<file path="src/hw/rtl/vrte_pkg.sv">
// Shared constants, types and saturating arithmetic for the giant tour evaluator.
package vrte_pkg;

	// Field and accumulator widths
	localparam int SUM_W  = 24;
	localparam int DEM_W  = 16;
	localparam int CAP_W  = 24;
	localparam int NCNT_W = 8;
	localparam int CMD_W  = 2;
	localparam int IDA_W  = 8;
	localparam int IDB_W  = 7;
	localparam int DATA_W = 32;
	localparam int ADDR_W = 3;

	// Sizing defaults
	localparam int DEF_MAX_NODES = 128;
	localparam int CMD_Q_DEPTH   = 4;
	localparam int OUT_Q_DEPTH   = 8;

	localparam logic [SUM_W-1:0]  SUM_MAX    = '1;
	localparam logic [CAP_W-1:0]  CAP_RESET  = 24'hFFFFFF;
	localparam logic [NCNT_W-1:0] NCNT_RESET = 8'd128;

	// Input commands
	localparam logic [CMD_W-1:0] CMD_DEMAND = 2'd0;
	localparam logic [CMD_W-1:0] CMD_DIST   = 2'd1;
	localparam logic [CMD_W-1:0] CMD_TOUR   = 2'd2;

	// Operations carried from front to back
	localparam logic [1:0] OP_DEMAND = 2'd0;
	localparam logic [1:0] OP_DIST   = 2'd1;
	localparam logic [1:0] OP_TOUR   = 2'd2;

	// Register index, taken from address bit 2
	localparam logic REG_CAPACITY = 1'b0;
	localparam logic REG_NODES    = 1'b1;

	typedef struct packed {
		logic [1:0] op;
		logic       last;
	} vrte_ctl_t;

	typedef struct packed {
		logic [SUM_W-1:0] len;
		logic [SUM_W-1:0] exc;
		logic             feas;
	} vrte_res_t;

	function automatic logic [SUM_W-1:0] sat_add(input logic [SUM_W-1:0] a,
		input logic [SUM_W-1:0] b);
		logic [SUM_W:0] s;
		s = {1'b0, a} + {1'b0, b};
		return s[SUM_W] ? SUM_MAX : s[SUM_W-1:0];
	endfunction

	function automatic logic [SUM_W-1:0] over_cap(input logic [SUM_W-1:0] d,
		input logic [CAP_W-1:0] cap);
		return (d > cap) ? (d - cap) : '0;
	endfunction

endpackage

</file>
<file path="src/hw/rtl/vrte_front.sv">
// Front part: configuration registers, command decode and depot alias mapping.
module vrte_front #(
	parameter int MAX_NODES = vrte_pkg::DEF_MAX_NODES,
	parameter int NW        = $clog2(MAX_NODES)
) (
	input  logic                        clk,
	input  logic                        arst_n,
	input  logic                        psel,
	input  logic                        penable,
	input  logic                        pwrite,
	input  logic [vrte_pkg::ADDR_W-1:0] paddr,
	input  logic [vrte_pkg::DATA_W-1:0] pwdata,
	output logic [vrte_pkg::DATA_W-1:0] prdata,
	input  logic                        in_valid,
	output logic                        in_stall,
	input  logic [vrte_pkg::CMD_W-1:0]  cmd,
	input  logic [vrte_pkg::IDA_W-1:0]  node_a,
	input  logic [vrte_pkg::IDB_W-1:0]  node_b,
	input  logic [vrte_pkg::DEM_W-1:0]  value,
	input  logic                        last,
	input  logic                        q_full,
	output logic                        q_push,
	output vrte_pkg::vrte_ctl_t         q_ctl,
	output logic [NW-1:0]               q_node,
	output logic [NW-1:0]               q_col,
	output logic [vrte_pkg::DEM_W-1:0]  q_value,
	output logic [vrte_pkg::CAP_W-1:0]  capacity
);

	logic [vrte_pkg::CAP_W-1:0]  cap_q;
	logic [vrte_pkg::NCNT_W-1:0] ncnt_q;
	logic [31:0]                 a_ext;
	logic [31:0]                 b_ext;
	logic                        a_in;
	logic                        b_in;
	logic                        is_alias;
	logic [NW-1:0]               node_map;
	logic                        keep;
	logic                        cfg_wr;

	assign cfg_wr   = psel && penable && pwrite;
	assign capacity = cap_q;

	// Write configuration registers
	always_ff @(posedge clk or negedge arst_n) begin
		if (!arst_n) begin
			cap_q  <= vrte_pkg::CAP_RESET;
			ncnt_q <= vrte_pkg::NCNT_RESET;
		end else if (cfg_wr) begin
			unique case (paddr[2])
				vrte_pkg::REG_CAPACITY: cap_q  <= pwdata[vrte_pkg::CAP_W-1:0];
				vrte_pkg::REG_NODES:    ncnt_q <= pwdata[vrte_pkg::NCNT_W-1:0];
			endcase
		end
	end

	// Read back configuration
	always_comb begin
		unique case (paddr[2])
			vrte_pkg::REG_CAPACITY:
				prdata = {{(vrte_pkg::DATA_W - vrte_pkg::CAP_W){1'b0}}, cap_q};
			vrte_pkg::REG_NODES:
				prdata = {{(vrte_pkg::DATA_W - vrte_pkg::NCNT_W){1'b0}}, ncnt_q};
		endcase
	end

	// Map aliases and ids beyond the tables to the depot
	assign a_ext    = 32'(node_a);
	assign b_ext    = 32'(node_b);
	assign a_in     = (a_ext < MAX_NODES);
	assign b_in     = (b_ext < MAX_NODES);
	assign is_alias = (node_a >= ncnt_q) || !a_in;
	assign node_map = is_alias ? '0 : a_ext[NW-1:0];

	// Classify the beat; drop unknown commands and out-of-range loads
	always_comb begin
		keep       = 1'b0;
		q_ctl.op   = vrte_pkg::OP_TOUR;
		q_ctl.last = last;
		q_node     = a_ext[NW-1:0];
		unique case (cmd)
			vrte_pkg::CMD_DEMAND: begin
				keep     = a_in;
				q_ctl.op = vrte_pkg::OP_DEMAND;
			end
			vrte_pkg::CMD_DIST: begin
				keep     = a_in && b_in;
				q_ctl.op = vrte_pkg::OP_DIST;
			end
			vrte_pkg::CMD_TOUR: begin
				keep     = 1'b1;
				q_ctl.op = vrte_pkg::OP_TOUR;
				q_node   = node_map;
			end
			default: begin
				keep = 1'b0;
			end
		endcase
	end

	assign q_col      = b_ext[NW-1:0];
	assign q_value    = value;
	assign in_stall   = q_full;
	assign q_push     = in_valid && !q_full && keep;

endmodule

</file>
<file path="config.mk">
export PLATFORM = sky130hd
export DESIGN_NAME = vrte_front
export DESIGN_NICKNAME = d
export VERILOG_FILES = /design/src/hw/rtl/vrte_pkg.sv /design/src/hw/rtl/vrte_front.sv
export SDC_FILE = /design/constraint.sdc
export NUM_CORES = 1
export LEC_CHECK = 0
export BUFFER_PORTS_ARGS = -buffer_cell sky130_fd_sc_hd__buf_2
export CAP_MARGIN = 20
export CORE_MARGIN = 3
export CORE_UTILIZATION = 39
export CTS_CLUSTER_DIAMETER = 40
export CTS_CLUSTER_SIZE = 16
export DETAILED_ROUTE_END_ITERATION = 16
export PLACE_DENSITY = 0.83
export SYNTH_ARGS = -nofsm -noshare
export SYNTH_HDL_FRONTEND = slang
export SYNTH_SLANG_ARGS = --single-unit
</file>
<file path="constraint.sdc">
create_clock -name clk -period 3.19 [get_ports clk]
set_clock_uncertainty 0.2 [all_clocks]
set_input_delay 0.957 -clock clk [delete_from_list [all_inputs] [get_ports clk]]
set_output_delay 0.957 -clock clk [all_outputs]
set_load 0.1 [all_outputs]
</file>
Yosys cells after proc, flatten, opt, wreduce, memory -nomap -nowiden
Cells that the tools add are included.
{ "word_totals": {"ff_bits": 32, "in_bits": 76, "output_inout_bits": 91, "word_cells": 24} }
{ "classes": {"n_lt_le_gt_ge": 3, "eq_ne": 2, "n_mux": 5, "n_bitwise": 1, "n_reduce_logical": 11} }
{ "op_table": {"columns": ["op", "n"], "rows": [
  ["$pmux W32 S2", 1],
  ["$mux W7", 2],
  ["$ge A8 B8 Y1", 1],
  ["$lt A7 B8 Y1 const B", 1],
  ["$lt A8 B8 Y1 const B", 1],
  ["$logic_and A1 B1 Y1", 5],
  ["$pmux W2 S2", 1],
  ["$reduce_and A2 Y1", 2],
  ["$pmux W1 S3", 1],
  ["$eq A2 B1 Y1 const B", 1],
  ["$eq A2 B2 Y1 const B", 1],
  ["$logic_not A1 Y1", 2],
  ["$logic_not A2 Y1", 1],
  ["$logic_or A1 B1 Y1", 1],
  ["$not A1 Y1", 1]
]} }

Depth between registers and ports, before layout
Gate-level depths: netlist of the first run.
{ "depth": {"word_depth": 5, "ltp_mapped": 6, "ltp_nobuf": 6} }

Worst setup path after synthesis of the first run
No wires, ideal clock.
{ "synth_timing": {"kind": "input to output", "startpoint": "input node_a[7] (netlist name)", "endpoint": "output q_node[0]", "arrival_time_ns": 3.254, "required_time_ns": 2.033, "slack_ns": -1.221, "stages": 5, "n_path_buf": 0, "path_cell_list": "ha_1 > and4_4 > a2111oi_4 > o21ai_0 > nor2_1"} }
{ "synth_between": {"elab_chain_cells": 5, "elab_cells_between_ends": 6, "cone_classes": "order compare (2); mux (2); reduce/logical (2)"} }
{ "synth_lines": {"columns": ["element", "line", "rtl"], "rows": [
  ["start, declared", "vrte_front.sv:17", "input logic [vrte_pkg::IDA_W-1:0] node_a,"],
  ["$lt A8 B8 Y1", "vrte_front.sv:70", "assign a_in = (a_ext < MAX_NODES);"],
  ["$logic_not A1 Y1", "vrte_front.sv:72", "assign is_alias = (node_a >= ncnt_q) || !a_in;"],
  ["$logic_or A1 B1 Y1 (*)", "vrte_front.sv:72", null],
  ["$mux W7 (*)", "vrte_front.sv:73", "assign node_map = is_alias ? '0 : a_ext[NW-1:0];"],
  ["$mux W7 (*)", "vrte_front.sv:81", "unique case (cmd)"],
  ["end, declared", "vrte_front.sv:24", "output logic [NW-1:0] q_node,"]
]} }
Every way passes the cells marked *; elsewhere a longest branch is shown, timed or not.

Worst setup path after layout of the first run
{ "layout_timing": {"startpoint": "input node_a[7] (netlist name)", "endpoint": "output q_node[3]"} }
Same word-level chain as after synthesis.

==> summary.txt, run 1 <==
Crit Path Category - in -> out
Busiest layer in global routing - met2
Endpoints failing hold - 0
Drt total wl - 5.17 mm
Clock sink count - 32
Critical Path End Type - primary output
Clock share of power - 0.151
YS warnings - 0
Hold bufs inserted after CTS - 0
Initial drt markers - 42
DPL Wire Length - 3.92 mm
Syn Area/Cell - 11.6 µm²
Worst r2r src - ncnt_q[0]
PortBufs - 100
Pin count of the biggest net entering global routing - 33
I/O Pins - 167
DRT antenna net count - 0
Flops & latches, synth - 32
Max-slew violation count - 0
Vert. Die Dim - 77.9 µm
H-tree levels - 2
Crit. Startpoint - node_a[7]
Proportion of layout cells with a drive suffix above 1 - 0.872
Clk_lat worst skew - 0.28 ns
Row cnt - 25
Vias - 1541
Post-synthesis sequential area ratio - 0.412
Root Buffer - clkbuf_8
R2R setup slack - 2.18 ns
Cts bufs inserted - 5
Die Wd - 77.9 µm
Hold path startpoint - ncnt_q[5]
Antenna Diode Count - 0
Period minus WS final - 3.52 ns
CP Data Required Time - 2.03 ns
Slowest-stage cell, CP - a2111oi_4
Initial antenna violation count - 0
RSZ-0062 raised after global routing - true
Met1 Usage GRT - 0.181
Setup crit start kind - primary input
P_sw - 1.46 mW
Synth-to-layout area growth - 66.8%
Post-Synthesis Cells - 174
Critical Path AT - 2.37 ns
Seq pwr share - 0.220
Synth top area share - 0.325
Clock-pin slew on the worst setup and hold paths - 0.06 ns
DRT Pass-1 Iters - 4
Critical path, cell by cell - buf_6 -> ha_4 -> buf_4 -> a2111oi_4 -> buf_6 -> o21ai_4 -> nor2_4 -> buf_12
Max-slew headroom - 0.545
Final setup violating endpoints - 7
Drt drc - 0
First-pass GRT wire length - 8.11 mm
Max cap viols - 0
Hold path cells - 1
Failing checks - setup timing
Gpl congestion - 0.779
Post-synthesis cell type count - 25
PwrDens - 830 nW/µm²
Setup TNS - -2.23 ns
Worst VDD drop - 459 µV
WP buf/inv - 4
Slew @ Worst Pin - 0.683 ns
Filler Cell Count - 326
Core ar. - 4850 µm²
CP dominant cell by count - buf_6
Static Leak - 1.54 nW
Met3 Resource Use GR - 0.0452
Max incr delay on CP - 0.35 ns
Combinational share of power - 0.629
R2R depth - 1
Hold Path Sink - ncnt_q[5]
Max frequency - 284 MHz
Global Route Usage Sum - 0.169
Clk buf depth - 2
Synth area leader - dfstp_2
Hold WC Path Type - reg -> reg
Status - complete, but fails checks
CP max FO - 7
Reg2reg end - ncnt_q[0]
Vias/cell - 4.74
Int Power - 1.33 mW
Top delay family on crit path - buffers and inverters
Switching Share - 0.524
Layout net count - 341
Met2 GRT Util - 0.313
Total Power - 2.79 mW
DR WL/cell - 15.9 µm
Initial Util - 0.416
Top cells by area, synth - dfstp_2 33%, mux2_2 22%, buf_4 12%, dfrtp_1 8.7%, nor2b_1 5.3%
Die area - 6070 µm²
Crit share post-route - 1.10
CTS tree - yes
Final WS setup - -0.334 ns
Vias in the first global route - 1658
Post-Syn Area - 2020 µm²
Gr ovfl total - 0
==> worst max-delay path by stage <==
stage,to,cells after the start
after floorplan,q_node[0],5
after global placement,q_node[4],8
after detailed placement,q_node[4],8
after CTS,q_node[1],8
after global routing,q_node[3],8
final,q_node[3],8
==> per-layer routing <==
layer  vias to the layer above  share of wire
met5                         -              0
met4                         0          0.016
met3                        16          0.075
met2                        68           0.57
met1                       743           0.34
li1                        714              -
==> placed cells by master (no fill, tap or decap), types with 5 or more instances in the layout <==
cell type,count
buf_4,6
clkbuf_8,7
nor2_4,7
buf_12,34
conb_1,8
ha_4,5
o21ai_4,6
inv_1,7
mux2_2,39
dfstp_2,25
dfrtp_1,7
buf_2,65
nor2b_4,16
==> sequential cells by signal (all words and copies together) (netlist names) <==
name	cells
capacity	24
ncnt_q	8
==> power by group through the flow <==
stage / clock network [mW] / registers (mW) / logic (mW)
after floorplan: 0 / 1.13 / 0.928
after global placement: 0 / 0.610 / 1.71
after detailed placement: 0 / 0.620 / 1.73
after CTS: 0.435 / 0.615 / 1.76
after global routing: 0.452 / 0.632 / 1.81
final: 0.422 / 0.615 / 1.76
==> layout make-up <==
cell class              count  area, µm²  area share
inverters                   8       30.0     0.00892
clock buffers               7       96.3      0.0286
well taps                  67       83.8      0.0249
clock inverters             1       30.0     0.00892
multi-input cells         102       1200       0.358
flip-flops and latches     32        832       0.247
repair buffers            108       1090       0.323
==> timing repair <==
| action | in CTS | in global routing |
|---|---|---|
| setup endpoints to repair | 7 | 7 |
| buffers inserted | 1 | 0 |
| gates cloned | 0 | 0 |
| pin swaps | 12 | 11 |
| resized for setup | 26 | 5 |
==> kinds of logic (layout without fill, tap and decap cells) <==
| kind of cell | count (synthesis) | after routing | synth area share |
|---|---|---|---|
| muxes | 40 | 40 | 0.223 |
| and+or+nand+nor | 33 | 33 | 0.106 |
| adders and majority gates | 8 | 8 | 0.0496 |
| buffers and inverters | 47 | 124 | 0.161 |
| DFF | 32 | 32 | 0.412 |
| AOI/OAI and AO/OA | 13 | 13 | 0.0465 |
| other | 1 | 8 | 0.00186 |
==> metrics by stage <==
step	hold slack, ns	worst slack [ns]	util	cell area (µm²)	instances
global placement	0.313	-0.420	0.642	3110	316
detailed placement	0.320	-0.465	0.642	3110	316
global route	0.361	-0.405	0.694	3370	325
CTS	0.335	-0.370	0.689	3340	325
floorplan	0.296	-0.471	-	2260	181
finish	0.332	-0.334	0.694	3370	325
==> Yosys cell counts (all sizes together) <==
cell     instances
a21o             1
nand4            2
nor2             9
and3b            1
buf             37
ha               8
nand2b           1
a21oi            1
conb             1
nor2b           17
o31a             1
o21ai            9
dfstp           25
dfrtp            7
nor3             1
a2111oi          1
nand4b           1
mux2            40
inv              8
and4             1
clkbuf           2
Power figures use the tool's default switching activity.
==> run 2, diff against run 1 <==
--- a/config.mk
+++ b/config.mk
@@ -7,7 +7,6 @@
 export LEC_CHECK = 0
 export BUFFER_PORTS_ARGS = -buffer_cell sky130_fd_sc_hd__buf_2
 export CAP_MARGIN = 20
-export CORE_MARGIN = 3
 export CORE_UTILIZATION = 39
 export CTS_CLUSTER_DIAMETER = 40
 export CTS_CLUSTER_SIZE = 16
==> run 2 against run 1 <==
  * The flow still finishes with violations (setup timing)
  * Count of clock-buffer cells in the layout fell by 1
  * Critical path type unchanged
  * Highest routed layer unchanged
  * Via count is 0.58% lower
  * Combinational power hardly changed
  * Fmax fell by 1.1%
  * Clock power decreased by 10%
  * Critical path depth unchanged
  * Sequential cell count stayed put
  * Wire length shrank 7.0%
  * Final cell count rose by 0.92%
==> summary.txt, run 2 (synthesis results as in run 1) <==
Clk buf depth - 2
Vias/cell - 4.67
Clock-pin slew on the worst setup and hold paths - 0.06 ns
Hold WC Path Type - reg -> reg
Clock sink count - 32
Max reg flops - 24
PortBufs - 100
P_sw - 1.46 mW
Initial Util - 0.416
Int Power - 1.29 mW
DPL Wire Length - 3.60 mm
DRT antenna net count - 0
Post-layout util - 0.684
Commonest cells after routing, fill and taps aside - 65 x buf_2, 39 x mux2_2, 33 x buf_12, 25 x dfstp_2, 16 x nor2b_4
Cts bufs inserted - 5
Status - complete, but fails checks
Placed Cells - 317
Core ar. - 4850 µm²
Critical Path AT - 2.41 ns
Pin count of the biggest net entering global routing - 33
Gr ovfl total - 0
Filler Cell Count - 340
Antenna Diode Count - 0
Slew @ Worst Pin - 0.697 ns
Drt total wl - 4.81 mm
Final WS setup - -0.372 ns
H-tree levels - 2
Initial drt markers - 15
Period minus WS final - 3.56 ns
Cell Area, Placed - 3110 µm²
R2R setup slack - 2.20 ns
Global Route Usage Sum - 0.186
Storage element area - 832 µm²
Crit share post-route - 1.12
Most common cell after layout, fill and taps aside - buf_2
Max cap viols - 0
I/O Pins - 167
Cell area after layout - 3310 µm²
Critical path, cell by cell - buf_8 -> ha_4 -> and4_4 -> a2111oi_4 -> buf_6 -> o21ai_2 -> nor2_4 -> buf_12
Vert. Die Dim - 73.9 µm
Row cnt - 25
DR WL/cell - 14.7 µm
Setup crit start kind - primary input
Static Leak - 1.54 nW
First-pass GRT wire length - 7.57 mm
Crit Path Category - in -> out
Max frequency - 281 MHz
Setup TNS - -2.49 ns
Final non-filler cell total - 328
Seq pwr share - 0.224
Vias - 1532
DRT Pass-1 Iters - 3
Final setup violating endpoints - 7
Combinational share of power - 0.638
Synth-to-layout area growth - 64.2%
Multi-input gate area - 1160 µm²
Clk_lat worst skew - 0.28 ns
CTS tree - yes
Min Hold Slack - 0.333 ns
Slowest-stage cell, CP - a2111oi_4
Vias in the first global route - 1627
Initial antenna violation count - 0
CP max FO - 7
Max-slew violation count - 0
Layout net count - 344
CP Data Required Time - 2.03 ns
Die Wd - 73.9 µm
Clock share of power - 0.138
Proportion of layout cells with a drive suffix above 1 - 0.854
Placement Setup Slack - -0.497 ns
Worst VDD drop - 527 µV
Total Power - 2.74 mW
PwrDens - 828 nW/µm²
Drt drc - 0
Max incr delay on CP - 0.35 ns
Max-slew headroom - 0.535
Die area - 5470 µm²
Failing checks - setup timing
Root Buffer - clkbuf_8
Gpl congestion - 0.755
Critical Path End Type - primary output
Switching Share - 0.531
RSZ-0062 raised after global routing - true
Endpoints failing hold - 0
## run 2: layer usage
metal,part of all wire,vias up,GRT usage
met5,0,-,0
met4,0.021,0,0.0876
met3,0.068,14,0.0515
met2,0.54,71,0.337
met1,0.37,729,0.199
li1,-,718,-
## run 2: power groups by stage
stage               logic [mW]  clock network [mW]  registers (mW)
finish                    1.75               0.380           0.614
global placement          1.70                   0           0.611
detailed placement        1.72                   0           0.620
global route              1.80               0.407           0.629
floorplan                0.928                   0            1.13
CTS                       1.75               0.391           0.615
## run 2: final cells by class
cell class / count / share of cell area
Clock buffer: 6 / 0.0219
Inverter: 8 / 0.00906
Multi-Input combinational cell: 102 / 0.351
Tap cell: 67 / 0.0253
Sequential cell: 32 / 0.251
Timing Repair Buffer: 111 / 0.331
Clock inverter: 2 / 0.0106
## run 2: timing repair
item	in CTS	in global routing
setup buffers	2	1
hold buffers	0	0
gates resized for setup	24	0
pin swaps	11	5
setup endpoints to repair	7	7
## run 2: worst paths after layout
check / startpoint / endpoint / cells past startpoint
max in group asynchronous: arst_n / ncnt_q[6] / 1
min reg2reg: ncnt_q[4] / ncnt_q[4] / 1
min in group asynchronous: arst_n / ncnt_q[1] / 1
max reg2reg: ncnt_q[6] / ncnt_q[6] / 1
min: ncnt_q[4] / ncnt_q[4] / 1
max: node_a[6] / q_node[0] / 8
## run 2: worst max-delay path: cells and delay by family
family / cells / cell delay, ns
buf+inv: 3 / 0.50
fa+ha+maj: 1 / 0.21
simple gates: 2 / 0.30
compound gates: 2 / 0.44
