--- config.mk ---
export PLATFORM = sky130hd
export DESIGN_NAME = vrte_queue
export DESIGN_NICKNAME = d
export VERILOG_FILES = /design/src/hw/rtl/vrte_queue.sv
export SDC_FILE = /design/constraint.sdc
export NUM_CORES = 1
export LEC_CHECK = 0
export BUFFER_PORTS_ARGS = -buffer_cell sky130_fd_sc_hd__buf_2
export CORE_AREA = 2 2 62 64
export CTS_CLUSTER_DIAMETER = 30
export CTS_CLUSTER_SIZE = 16
export DETAILED_ROUTE_END_ITERATION = 12
export DIE_AREA = 0 0 64 66
export MAX_ROUTING_LAYER = met4
export PLACE_DENSITY = 0.65
export SLEW_MARGIN = 20
export SYNTH_ARGS = -nofsm -noshare
export SYNTH_HDL_FRONTEND = slang
export SYNTH_SLANG_ARGS = --single-unit
--- constraint.sdc ---
create_clock -name clk -period 1.5 [get_ports clk]
set_input_delay 0.3 -clock clk [delete_from_list [all_inputs] [get_ports clk]]
set_output_delay 0.3 -clock clk [all_outputs]
set_load 0.005 [all_outputs]
--- src/hw/rtl/vrte_queue.sv ---
// Small register FIFO used for the command and result queues.
module vrte_queue #(
	parameter int WIDTH = 8,
	parameter int DEPTH = 4
) (
	input  logic             clk,
	input  logic             arst_n,
	input  logic             push,
	input  logic [WIDTH-1:0] push_data,
	output logic             full,
	input  logic             pop,
	output logic [WIDTH-1:0] pop_data,
	output logic             not_empty
);

	localparam int PW    = (DEPTH > 1) ? $clog2(DEPTH) : 1;
	localparam int CNT_W = $clog2(DEPTH + 1);

	logic [WIDTH-1:0] mem_q [DEPTH];
	logic [PW-1:0]    wr_ptr_q;
	logic [PW-1:0]    rd_ptr_q;
	logic [CNT_W-1:0] count_q;

	assign full      = (count_q == CNT_W'(DEPTH));
	assign not_empty = (count_q != '0);
	assign pop_data  = mem_q[rd_ptr_q];

	// Store the incoming entry
	always_ff @(posedge clk) begin
		if (push) begin
			mem_q[wr_ptr_q] <= push_data;
		end
	end

	// Advance pointers and occupancy
	always_ff @(posedge clk or negedge arst_n) begin
		if (!arst_n) begin
			wr_ptr_q <= '0;
			rd_ptr_q <= '0;
			count_q  <= '0;
		end else begin
			if (push) begin
				wr_ptr_q <= (wr_ptr_q == PW'(DEPTH - 1)) ? '0 : wr_ptr_q + 1'b1;
			end
			if (pop) begin
				rd_ptr_q <= (rd_ptr_q == PW'(DEPTH - 1)) ? '0 : rd_ptr_q + 1'b1;
			end
			case ({push, pop})
				2'b10:   count_q <= count_q + 1'b1;
				2'b01:   count_q <= count_q - 1'b1;
				default: count_q <= count_q;
			endcase
		end
	end

endmodule

* Word-level counts from Yosys, hierarchy flattened *
Memories as Yosys holds them, arrays and structs flattened.
Index checks and enable logic that the tools add are counted.

storage, ports and cells
  register bits after elaboration = 7
  memory bits (writable) = 32
  input bits = 12
  output and inout bits = 10
  memories = 1
  logic and storage cells = 20

memories
  name   words  bits a word  read ports  clocked after Yosys merged registers in  write ports  RTL line  source
  mem_q  4      8            1           0                                        1            19        logic [WIDTH-1:0] mem_q [DEPTH];

operators by class
  equal/unequal tests = 5
  reductions and logical operators = 2
  multiplexer cells = 5
  $add $sub $neg = 4

operator list
  kind                                                 count
  equality test 2 bit, second input constant           3
  one-hot mux 3 bit (2 select lines)                   1
  adder 2 x 1 -> 2 bit, second input constant          2
  2-to-1 mux 2 bit                                     2
  adder 3 x 1 -> 3 bit, second input constant          1
  equality test 3 bit, second input constant           1
  nonzero test 3 bit                                   1
  subtractor 3 x 1 -> 3 bit, second input constant     1
  equality test 2 x 1 -> 1 bit, second input constant  1
  2-to-1 mux 1 bit                                     2
  nonzero test 2 bit                                   1

* Depth between registers and ports, before layout *
Gate-level depths: netlist (run 1).

  depth in word-level cells = 2
  mapped depth = 6
  gate-level depth less buffers = 6

* Worst setup path before layout (run 1) *
Ideal clock, no wire load.

  path type = input port to flip-flop
  start point = input push
  end point = register count_q[2]
  setup time = 0.125 ns
  data arrival time = 1.238 ns
  buffers on the path = 0
  stages = 6
  slack = 0.137 ns
  data required time = 1.375 ns
  path through = inv_1 -> ha_1 -> fa_1 -> xnor2_1 -> nor2_1 -> xor2_1

on the way
  cells in the longest elaborated chain, start to end = 2
  elaborated cells between the ends (all ways) = 4
  classes of those cells = 2 x eq/ne; 1 x mux; 1 x reduce/logical

ends and longest elaborated chain
  what                                                                      RTL line  source
  from (decl)                                                               8         input logic push,
  equality test 2 x 1 -> 1 bit or equality test 2 bit (tied branches)       48        case ({push, pop})
  one-hot mux 3 bit (2 select lines) or nonzero test 2 bit (tied branches)  --
  to (signal assigned)                                                      49        2'b10: count_q <= count_q + 1'b1;
  to (signal assigned)                                                      50        2'b01: count_q <= count_q - 1'b1;
  to (signal assigned)                                                      51        default: count_q <= count_q;
  to (decl)                                                                 22        logic [CNT_W-1:0] count_q;

Several ways; a longest one is shown, not always the timed one.
A chain may end at the register's enable or synchronous reset.

* Worst setup path in the final report (run 1) *
  start point = register rd_ptr_q[0]
  end point = output pop_data[3]

on the way
  cells in the longest elaborated chain, start to end = 1

ends and longest elaborated chain
  what                     RTL line  source
  from (decl)              21        logic [PW-1:0] rd_ptr_q;
  from (signal assigned)   46        rd_ptr_q <= (rd_ptr_q == PW'(DEPTH - 1)) ? '0 : rd_ptr_q + 1'b1;
  memory read (4 x 8 bit)  --
  to (decl)                12        output logic [WIDTH-1:0] pop_data,

Every way passes these cells.

==> run summary, run 1 <==
Multi-input logic area -> 417 sq um
Io pins -> 22
Reg2reg start -> count_q[0]$_DFFE_PN0P_
Final WS setup -> -311 ps
Gr ovfl total -> 0
Failing checks -> setup timing
Net Count, Synth -> 96
Router iterations before antenna repair -> 4
Antenna violations before repair -> 0
Slew Limit Fails -> 0
Seq/Total Area, Yosys -> 72.6%
Setup crit start kind -> register
Hold EP -> mem_q[0][3]$_DFFE_PP_
Clock Path Buffers -> 2
First-pass GRT wire length -> 3770 um
Worst EP required -> 1200 ps
Hold Path Depth -> 1
ANT nets after route -> 0
Setup violators final -> 9
Crit. End Element -> output port
Synth Area in Compound Gates -> 0.639%
CP max FO -> 5
Slew Limit Headroom -> 71.0%
Vias in the first global route -> 832
Antenna cells -> 0
Clock skew -> 6.06 ps
Number of synthesized register bits -> 39
Worst Path Buf+Inv -> 2
Largest cells by area after synthesis -> edfxtp_1, mux4_2, dfrtp_1
CP peak stage delay -> 490 ps
Register area -> 1140 sq um
Nets -> 136
H-tree Lvls -> 2
Largest family of logic cells by synthesized area -> multiplexers
Arr. time, crit path -> 1510 ps
Clock slew at reported path FFs -> 120 ps
Status -> finished, violations left
Leakage -> 0.000755 uW
Post-Synthesis Cell Area -> 1570 sq um
R2R depth -> 5
Maxcap violations -> 0
Cell variety after synth -> 17
Total GRT Usage -> 13.0%
Total die area -> 4220 sq um
DRT iter0 DRCs -> 26
DP HPWL -> 1670 um
Final period utilization -> 121%
Largest area contributor in the netlist -> edfxtp_1
PwrDens -> 1740 nW/um^2
Multiplexer area fraction after synthesis -> 13.7%
Area grow syn2layout -> 24.9%
Hold Crit Start -> push_data[3]
Core ar. -> 3550 sq um
Overall power -> 3410 uW
Yosys top cell area share -> 61.4%
Syn. warnings -> 0
Num Clock Sinks -> 39
Vias -> 803
R2r setup slk -> 90 ps
Post-Synth XOR/XNOR Area -> 1.68%
WL final -> 2380 um
Fillers -> 277
Hold WC Path Type -> input port to register
Die Y -> 66 um
Largest net degree at the start of global routing -> 14
R2r endpoint -> count_q[2]$_DFFE_PN0P_
Adder-cell share of the synthesized area -> 6.08%
Fmax -> 552 MHz
Port bufs -> 21
CTS Root Cell -> clkbuf_4
Drt via density -> 4.84
Routed len/inst -> 14.3 um
Final Hold Violating Endpoints -> 0
Final Wtd Congestion -> 0.660
Initial Utilization -> 44.1%
Post-route core utilization -> 55.0%
Row cnt -> 22
Fin crit period -> 1810 ps
Place WS -> -53.2 ps
Clk_lat worst skew -> 330 ps
Die width -> 64 um
CTS Buf Count -> 5
Crit path cell chain -> buf_6 -> mux4_2 -> buf_2
WS Path Type -> register to output port
# DRC -> 0
Avg Cell Area, Syn -> 20.3 sq um
CTS tree -> built
Critical Path Slowest Stage Cell -> mux4_2
CP delay by family, top -> multiplexers
Simple-gate share of the synthesized area -> 3.60%
Setup TNS -> -2410 ps
Worst VDD drop -> 0.859 mV
Unrepaired setup endpoints after global routing -> yes
Least-Margin Pin Slew -> 435 ps
Layout cell share with drive strength beyond 1 -> 47.5%
Synth Instances -> 77
-- cells in the final DEF (no fill, tap or decap) --
master,instances
dfrtp_1,7
bufinv_16,1
dlygate4sd3_1,1
or3_1,2
buf_12,2
clkinv_2,1
nand2_1,1
mux4_2,8
fa_2,1
nor2_1,2
mux2_2,3
nor3b_2,1
xnor2_1,1
buf_6,3
clkbuf_4,5
and2_1,4
buf_4,8
xnor2_2,1
buf_2,21
edfxtp_1,32
o21ai_0,2
inv_1,3
ha_1,6
clkinv_4,1
xor2_1,1
-- how the worst max path moves through the flow --
stage / end / slack (ps) / cells after the start / startpoint
final: pop_data[3] / -310 / 3 / rd_ptr_q[0]$_DFFE_PN0P_
after floorplan: count_q[2]$_DFFE_PN0P_ / 140 / 6 / push
after detailed placement: count_q[2]$_DFFE_PN0P_ / -50 / 7 / push
after CTS: pop_data[3] / -350 / 3 / rd_ptr_q[0]$_DFFE_PN0P_
after global routing: pop_data[3] / -390 / 3 / rd_ptr_q[0]$_DFFE_PN0P_
after global placement: count_q[2]$_DFFE_PN0P_ / 30 / 7 / push
-- logic make-up after synthesis --
group                    after synthesis
XOR/XNOR                               3
multiplexers                          11
AO/OA/AOI/OAI                          2
adder cells (fa/ha/maj)                7
buffers and inverters                  5
AND/OR/NAND/NOR                       10
flip-flops                            39
-- synthesized netlist by cell type (all sizes together) --
library cell and n:
edfxtp 32, mux4 8, dfrtp 7, ha 6, and2 4, inv 3, mux2 3, buf 2
nor2 2, o21ai 2, or3 2, xnor2 2, fa 1, nand2 1, nor3b 1, xor2 1
-- sequential cells by signal (all words and copies together), names as in the netlist --
name	cells
mem_q	32
count_q	3
rd_ptr_q	2
wr_ptr_q	2
-- power breakdown --
part           switching [uW]  internal (uW)  total, uW  leakage [uW]
sequential                160           1420       1580      0.000377
clock                     330            351        681     0.0000452
combinational             442            703       1150      0.000333
total                     931           2480       3410      0.000755
-- what timing repair did --
item | in CTS | in global routing
setup buffers | 3 | 1
resized for setup | 2 | 4
setup endpoints to repair | 9 | 11
hold buffers | 1 | 0
pin swaps | 0 | 3
endpoints found under the hold margin | 7 | 0
-- per-stage QoR --
step / instances / hold WS [ps] / instance area (sq um)
finish: 166 / 174 / 1950
global route: 166 / 151 / 1950
CTS: 165 / 158 / 1930
detailed placement: 153 / 142 / 1810
global placement: 153 / 140 / 1810
floorplan: 77 / 4.41 / 1570
-- per-layer routing --
metal | vias up | track usage, % | part of all wire [%]
li1 | 376 | - | -
met3 | 4 | 3.75 | 5.5
met2 | 23 | 22.1 | 54
met4 | 0 | 5.71 | 1.5
met5 | - | - | 0
met1 | 400 | 14.1 | 39
-- area by class of cell --
cell class	count	share of cell area, %
clock buffer	5	1.92
clock inverter	3	2.24
sequential	39	58.1
multi-input combinational	33	21.3
timing repair buffer	35	12.7
inverter	3	0.576
tap	48	3.07
(Power assumes the default switching activity.)
==> inputs of run 2 (changes only) <==
Settings changed: CTS_BUF_LIST from default to sky130_fd_sc_hd__clkbuf_8.
==> run summary, run 2 (synthesis gave the netlist of run 1 again) <==
Place WS -> -53.2 ps (unchanged)
CTS Root Cell -> clkbuf_8 (was clkbuf_4)
Setup crit start kind -> register (unchanged)
Drt via density -> 4.81 (was 4.84)
Nets -> 135 (was 136)
Vias in the first global route -> 825 (was 832)
Area grow syn2layout -> 25.3% (was 24.9%)
Final Hold Violating Endpoints -> 0 (unchanged)
Maxcap violations -> 0 (unchanged)
Biggest register -> mem_q (unchanged)
WS Path Type -> register to output port (unchanged)
Largest net degree at the start of global routing -> 14 (unchanged)
Num Clock Sinks -> 39 (unchanged)
Crit path cell chain -> buf_6 -> mux4_2 -> buf_2 (unchanged)
Final Wtd Congestion -> 0.660 (unchanged)
Clk pwr share -> 24.3% (was 20.0%)
Slew Limit Fails -> 0 (unchanged)
Router iterations before antenna repair -> 4 (unchanged)
Clock slew at reported path FFs -> 80 ps (was 120 ps)
Setup violators final -> 8 (was 9)
CP max FO -> 5 (unchanged)
ANT nets after route -> 0 (unchanged)
Worst hold slack -> 219 ps (was 174 ps)
WL final -> 2360 um (was 2380 um)
Least-Margin Pin Slew -> 436 ps (was 435 ps)
DP HPWL -> 1670 um (unchanged)
# DRC -> 0 (unchanged)
Clock skew -> 5.27 ps (was 6.06 ps)
Multi-input logic area -> 402 sq um (was 417 sq um)
Routed len/inst -> 14.3 um (about the same)
Sw Ratio -> 26.8% (was 27.3%)
CTS tree -> built (unchanged)
Initial Utilization -> 44.1% (unchanged)
Most frequent cells in the layout -> edfxtp_1, buf_2, mux4_2, buf_4 (was edfxtp_1, buf_2, mux4_2, buf_4, dfrtp_1)
Slew Limit Headroom -> 71.0% (about the same)
Total GRT Usage -> 12.8% (was 13.0%)
Layout cell share with drive strength beyond 1 -> 45.3% (was 47.5%)
Failing checks -> setup timing (unchanged)
Max FFs per register -> 32 (unchanged)
Leakage -> 0.000756 uW (was 0.000755 uW)
Die Y -> 66 um (unchanged)
Power Internal -> 2580 uW (was 2480 uW)
Io pins -> 22 (unchanged)
Clock Path Buffers -> 2 (unchanged)
Antenna violations before repair -> 0 (unchanged)
Reg power frac -> 44.8% (was 46.4%)
Fin crit period -> 1760 ps (was 1810 ps)
Fmax -> 567 MHz (was 552 MHz)
Die width -> 64 um (unchanged)
Post-route core utilization -> 55.2% (was 55.0%)
First-pass GRT wire length -> 3750 um (was 3770 um)
Antenna cells -> 0 (unchanged)
PwrDens -> 1800 nW/um^2 (was 1740 nW/um^2)
CTS Buf Count -> 5 (unchanged)
Hold WC Path Type -> input port to register (unchanged)
Port bufs -> 21 (unchanged)
H-tree Lvls -> 2 (unchanged)
DRT iter0 DRCs -> 39 (was 26)
Row cnt -> 22 (unchanged)
Total die area -> 4220 sq um (unchanged)
Commonest non-fill, non-tap cell in the layout -> edfxtp_1 (unchanged)
Register area -> 1140 sq um (about the same)
Worst VDD drop -> 1.02 mV (was 0.859 mV)
Final period utilization -> 118% (was 121%)
Unrepaired setup endpoints after global routing -> yes (unchanged)
Largest registers -> mem_q x32, count_q x3 (unchanged)
Fillers -> 277 (unchanged)
Gr ovfl total -> 0 (unchanged)
Switch Pwr -> 946 uW (was 931 uW)
Final WS setup -> -264 ps (was -311 ps)
Clk_lat worst skew -> 290 ps (was 330 ps)
Combinational share of power -> 30.9% (was 33.6%)
Arr. time, crit path -> 1460 ps (was 1510 ps)
Crit. End Element -> output port (unchanged)
Vias -> 794 (was 803)
Core ar. -> 3550 sq um (unchanged)
Status -> finished, violations left (unchanged)
Worst EP required -> 1200 ps (about the same)
Critical Path Slowest Stage Cell -> mux4_2 (unchanged)
Setup TNS -> -1940 ps (was -2410 ps)
CP peak stage delay -> 500 ps (was 490 ps)
## run 2: area by class of cell
type,instances,area share [%]
sequential,39,58.0
clock inverter,3,2.23
multi-input combinational,33,20.5
tap,48,3.06
inverter,3,0.574
clock buffer,5,3.51
timing repair buffer,34,12.1
## run 2: timing repair
item / in CTS / in global routing
endpoints found under the hold margin: 7 / 0
gates resized for setup: 2 / 1
buffers inserted: 2 / 1
endpoints found under the setup margin: 9 / 9
pin swaps: 1 / 2
hold buffers: 1 / 0
## run 2: worst max-delay path, delay by kind of cell (launching register included)
family,cells,cell delay [ps]
multiplexers,1,500
buffers and inverters,2,290
flip-flops,1,380
## run 2: metal layers
layer | share of wire [%] | vias up | global-route usage [%]
li1 | - | 373 | -
met1 | 43 | 400 | 14.3
met2 | 52 | 16 | 21.6
met3 | 4.3 | 5 | 4.26
met4 | 1.2 | 0 | 4.89
met5 | 0 | - | -
## run 2: final timing paths
| path | from | to | slack (ps) | depth (start not counted) |
|---|---|---|---|---|
| hold / removal | push_data[3] | mem_q[0][3]$_DFFE_PP_ | 220 | 1 |
| min in group asynchronous | arst_n | count_q[1]$_DFFE_PN0P_ | 370 | 2 |
| setup / recovery | rd_ptr_q[0]$_DFFE_PN0P_ | pop_data[3] | -260 | 3 |
| setup reg to reg | count_q[1]$_DFFE_PN0P_ | count_q[2]$_DFFE_PN0P_ | 70 | 5 |
| hold reg to reg | count_q[0]$_DFFE_PN0P_ | count_q[0]$_DFFE_PN0P_ | 520 | 1 |
| max in group asynchronous | arst_n | count_q[0]$_DFFE_PN0P_ | 960 | 2 |
## run 2: power by group through the flow
stage	Clock, uW	Sequential [uW]	Combinational, uW
after floorplan	0	1530	676
after global routing	917	1610	1200
final	858	1580	1090
after global placement	0	1600	997
after detailed placement	0	1610	1030
after CTS	869	1590	1090
## run 2: through the flow
stage	total power, uW	instances	cell area [sq um]
finish	3530	165	1960
global route	3730	165	1960
CTS	3550	164	1950
detailed placement	2640	153	1810
global placement	2590	153	1810
floorplan	2210	77	1570
==> inputs of run 3 (changes only) <==
Settings changed: RECOVER_POWER from default to 100.
==> run summary, run 3 (synthesis gave the netlist of run 1 again) <==
Setup violators final -> 8 (unchanged)
Setup crit start kind -> register (unchanged)
Clk pwr share -> 24.8% (was 24.3%)
Die width -> 64 um (unchanged)
Clock Path Buffers -> 2 (unchanged)
Wl on met1 -> 977 um (was 1010 um)
Io pins -> 22 (unchanged)
R2r endpoint -> count_q[2]$_DFFE_PN0P_ (unchanged)
Post-route core utilization -> 53.6% (was 55.2%)
Place WS -> -53.2 ps (unchanged)
Metal2 WL -> 1270 um (was 1220 um)
Hold WC Path Type -> input port to register (unchanged)
Most frequent cells in the layout -> edfxtp_1, clkbuf_1, buf_2 (was edfxtp_1, buf_2, mux4_2, buf_4)
Final Wtd Congestion -> 0.660 (unchanged)
PwrDens -> 1810 nW/um^2 (was 1800 nW/um^2)
Area grow syn2layout -> 21.7% (was 25.3%)
Largest net degree at the start of global routing -> 14 (unchanged)
Routed len/inst -> 14.4 um (was 14.3 um)
Reg power frac -> 45.9% (was 44.8%)
First-pass GRT wire length -> 3750 um (unchanged)
Worst VDD drop -> 0.956 mV (was 1.02 mV)
Row cnt -> 22 (unchanged)
Max FFs per register -> 32 (unchanged)
Final WS setup -> -252 ps (was -264 ps)
DR WL met3 -> 118 um (was 102 um)
Clk_lat worst skew -> 290 ps (about the same)
Largest registers -> mem_q x32, count_q x3 (unchanged)
CTS Root Cell -> clkbuf_8 (unchanged)
DP HPWL -> 1670 um (unchanged)
Hold Path Depth -> 1 (unchanged)
# DRC -> 0 (unchanged)
CP max FO -> 5 (unchanged)
WS Path Type -> register to output port (unchanged)
Top routing layer in use -> met4 (unchanged)
Core ar. -> 3550 sq um (unchanged)
Biggest register -> mem_q (unchanged)
ANT nets after route -> 0 (unchanged)
DRT iter0 DRCs -> 39 (unchanged)
CTS tree -> built (unchanged)
Die Y -> 66 um (unchanged)
R2R depth -> 5 (unchanged)
Fin crit period -> 1750 ps (was 1760 ps)
WL final -> 2370 um (was 2360 um)
R2r setup slk -> 70 ps (about the same)
Clock slew at reported path FFs -> 80 ps (about the same)
Setup TNS -> -1880 ps (was -1940 ps)
Gr ovfl total -> 0 (unchanged)
CTS Buf Count -> 5 (unchanged)
H-tree Lvls -> 2 (unchanged)
Arr. time, crit path -> 1450 ps (was 1460 ps)
Vias -> 796 (was 794)
Switch Pwr -> 932 uW (was 946 uW)
Antenna violations before repair -> 0 (unchanged)
Worst EP required -> 1200 ps (about the same)
Router iterations before antenna repair -> 4 (unchanged)
Nets -> 135 (unchanged)
Failing checks -> setup timing (unchanged)
Final period utilization -> 117% (was 118%)
Commonest non-fill, non-tap cell in the layout -> edfxtp_1 (unchanged)
Antenna cells -> 0 (unchanged)
Drt via density -> 4.82 (was 4.81)
Combinational share of power -> 29.3% (was 30.9%)
Sw Ratio -> 27.1% (was 26.8%)
Power Internal -> 2510 uW (was 2580 uW)
Hold EP -> mem_q[0][3]$_DFFE_PP_ (unchanged)
Port bufs -> 21 (unchanged)
Leakage -> 0.000703 uW (was 0.000756 uW)
Crit. End Element -> output port (unchanged)
Slew Limit Fails -> 0 (unchanged)
Status -> finished, violations left (unchanged)
Initial Utilization -> 44.1% (unchanged)
Fmax -> 571 MHz (was 567 MHz)
Num Clock Sinks -> 39 (unchanged)
Clock skew -> 4.26 ps (was 5.27 ps)
Unrepaired setup endpoints after global routing -> yes (unchanged)
Maxcap violations -> 0 (unchanged)
Hold Crit Start -> push_data[3] (unchanged)
Total GRT Usage -> 12.8% (unchanged)
Reg2reg start -> count_q[1]$_DFFE_PN0P_ (unchanged)
Final Hold Violating Endpoints -> 0 (unchanged)
Total die area -> 4220 sq um (unchanged)
Vias in the first global route -> 825 (unchanged)
Slew Limit Headroom -> 70.8% (was 71.0%)
Least-Margin Pin Slew -> 439 ps (was 436 ps)
Layout cell share with drive strength beyond 1 -> 34.2% (was 45.3%)
==> run 3: cell types whose count changed in the layout (fill, tap and decap cells not counted), sizes merged <==
| cell | change |
|---|---|
| buf | -17 |
| clkbuf | +17 |
==> run 3: worst max-delay path, cell delays in order, from the launching register on <==
cell	delay, ps
dfrtp_1	380
buf_6	150
mux4_2	490
buf_2	140
==> run 3: power groups by stage <==
stage / clock network, uW / registers, uW / logic [uW]
global placement: 0 / 1600 / 997
detailed placement: 0 / 1610 / 1030
floorplan: 0 / 1530 / 676
CTS: 869 / 1590 / 1090
global route: 917 / 1610 / 1120
finish: 852 / 1580 / 1010
==> run 3: how the worst max path moves through the flow <==
stage	to	startpoint	slack [ps]
2_1_floorplan	count_q[2]$_DFFE_PN0P_	push	140
3_3_place_gp	count_q[2]$_DFFE_PN0P_	push	30
3_5_place_dp	count_q[2]$_DFFE_PN0P_	push	-50
4_1_cts	pop_data[3]	rd_ptr_q[0]$_DFFE_PN0P_	-280
5_1_grt	pop_data[3]	rd_ptr_q[0]$_DFFE_PN0P_	-320
6_report	pop_data[3]	rd_ptr_q[0]$_DFFE_PN0P_	-250
==> run 3: final cells by class <==
| cell class | count | area [sq um] |
|---|---|---|
| Clock buffer | 5 | 68.8 |
| Sequential cell | 39 | 1140 |
| Multi-Input combinational cell | 33 | 402 |
| Clock inverter | 3 | 43.8 |
| Tap cell | 48 | 60.1 |
| Timing Repair Buffer | 34 | 181 |
| Fill cell | 293 | 1650 |
| Inverter | 3 | 11.3 |
==> run 3: what timing repair did <==
action	4_1_cts	5_1_grt
hold buffers	1	0
pin swaps	1	2
hold endpoints to repair	7	0
endpoints found under the setup margin	9	9
buffers inserted	2	1
cloned	0	0
resized for setup	2	1
==> run 3: metal layers <==
metal / GRT usage (%) / up-vias
met5: - / -
met4: 4.89 / 0
met3: 4.26 / 2
met2: 21.6 / 23
met1: 14.3 / 400
li1: - / 371
==> run 3: through the flow <==
step | hold WS, ps | instances | power, uW | cell area [sq um]
CTS | 215 | 164 | 3550 | 1950
global placement | 140 | 153 | 2590 | 1810
global route | 273 | 165 | 3650 | 1900
finish | 264 | 165 | 3440 | 1900
floorplan | 4.41 | 77 | 2210 | 1570
detailed placement | 142 | 153 | 2640 | 1810
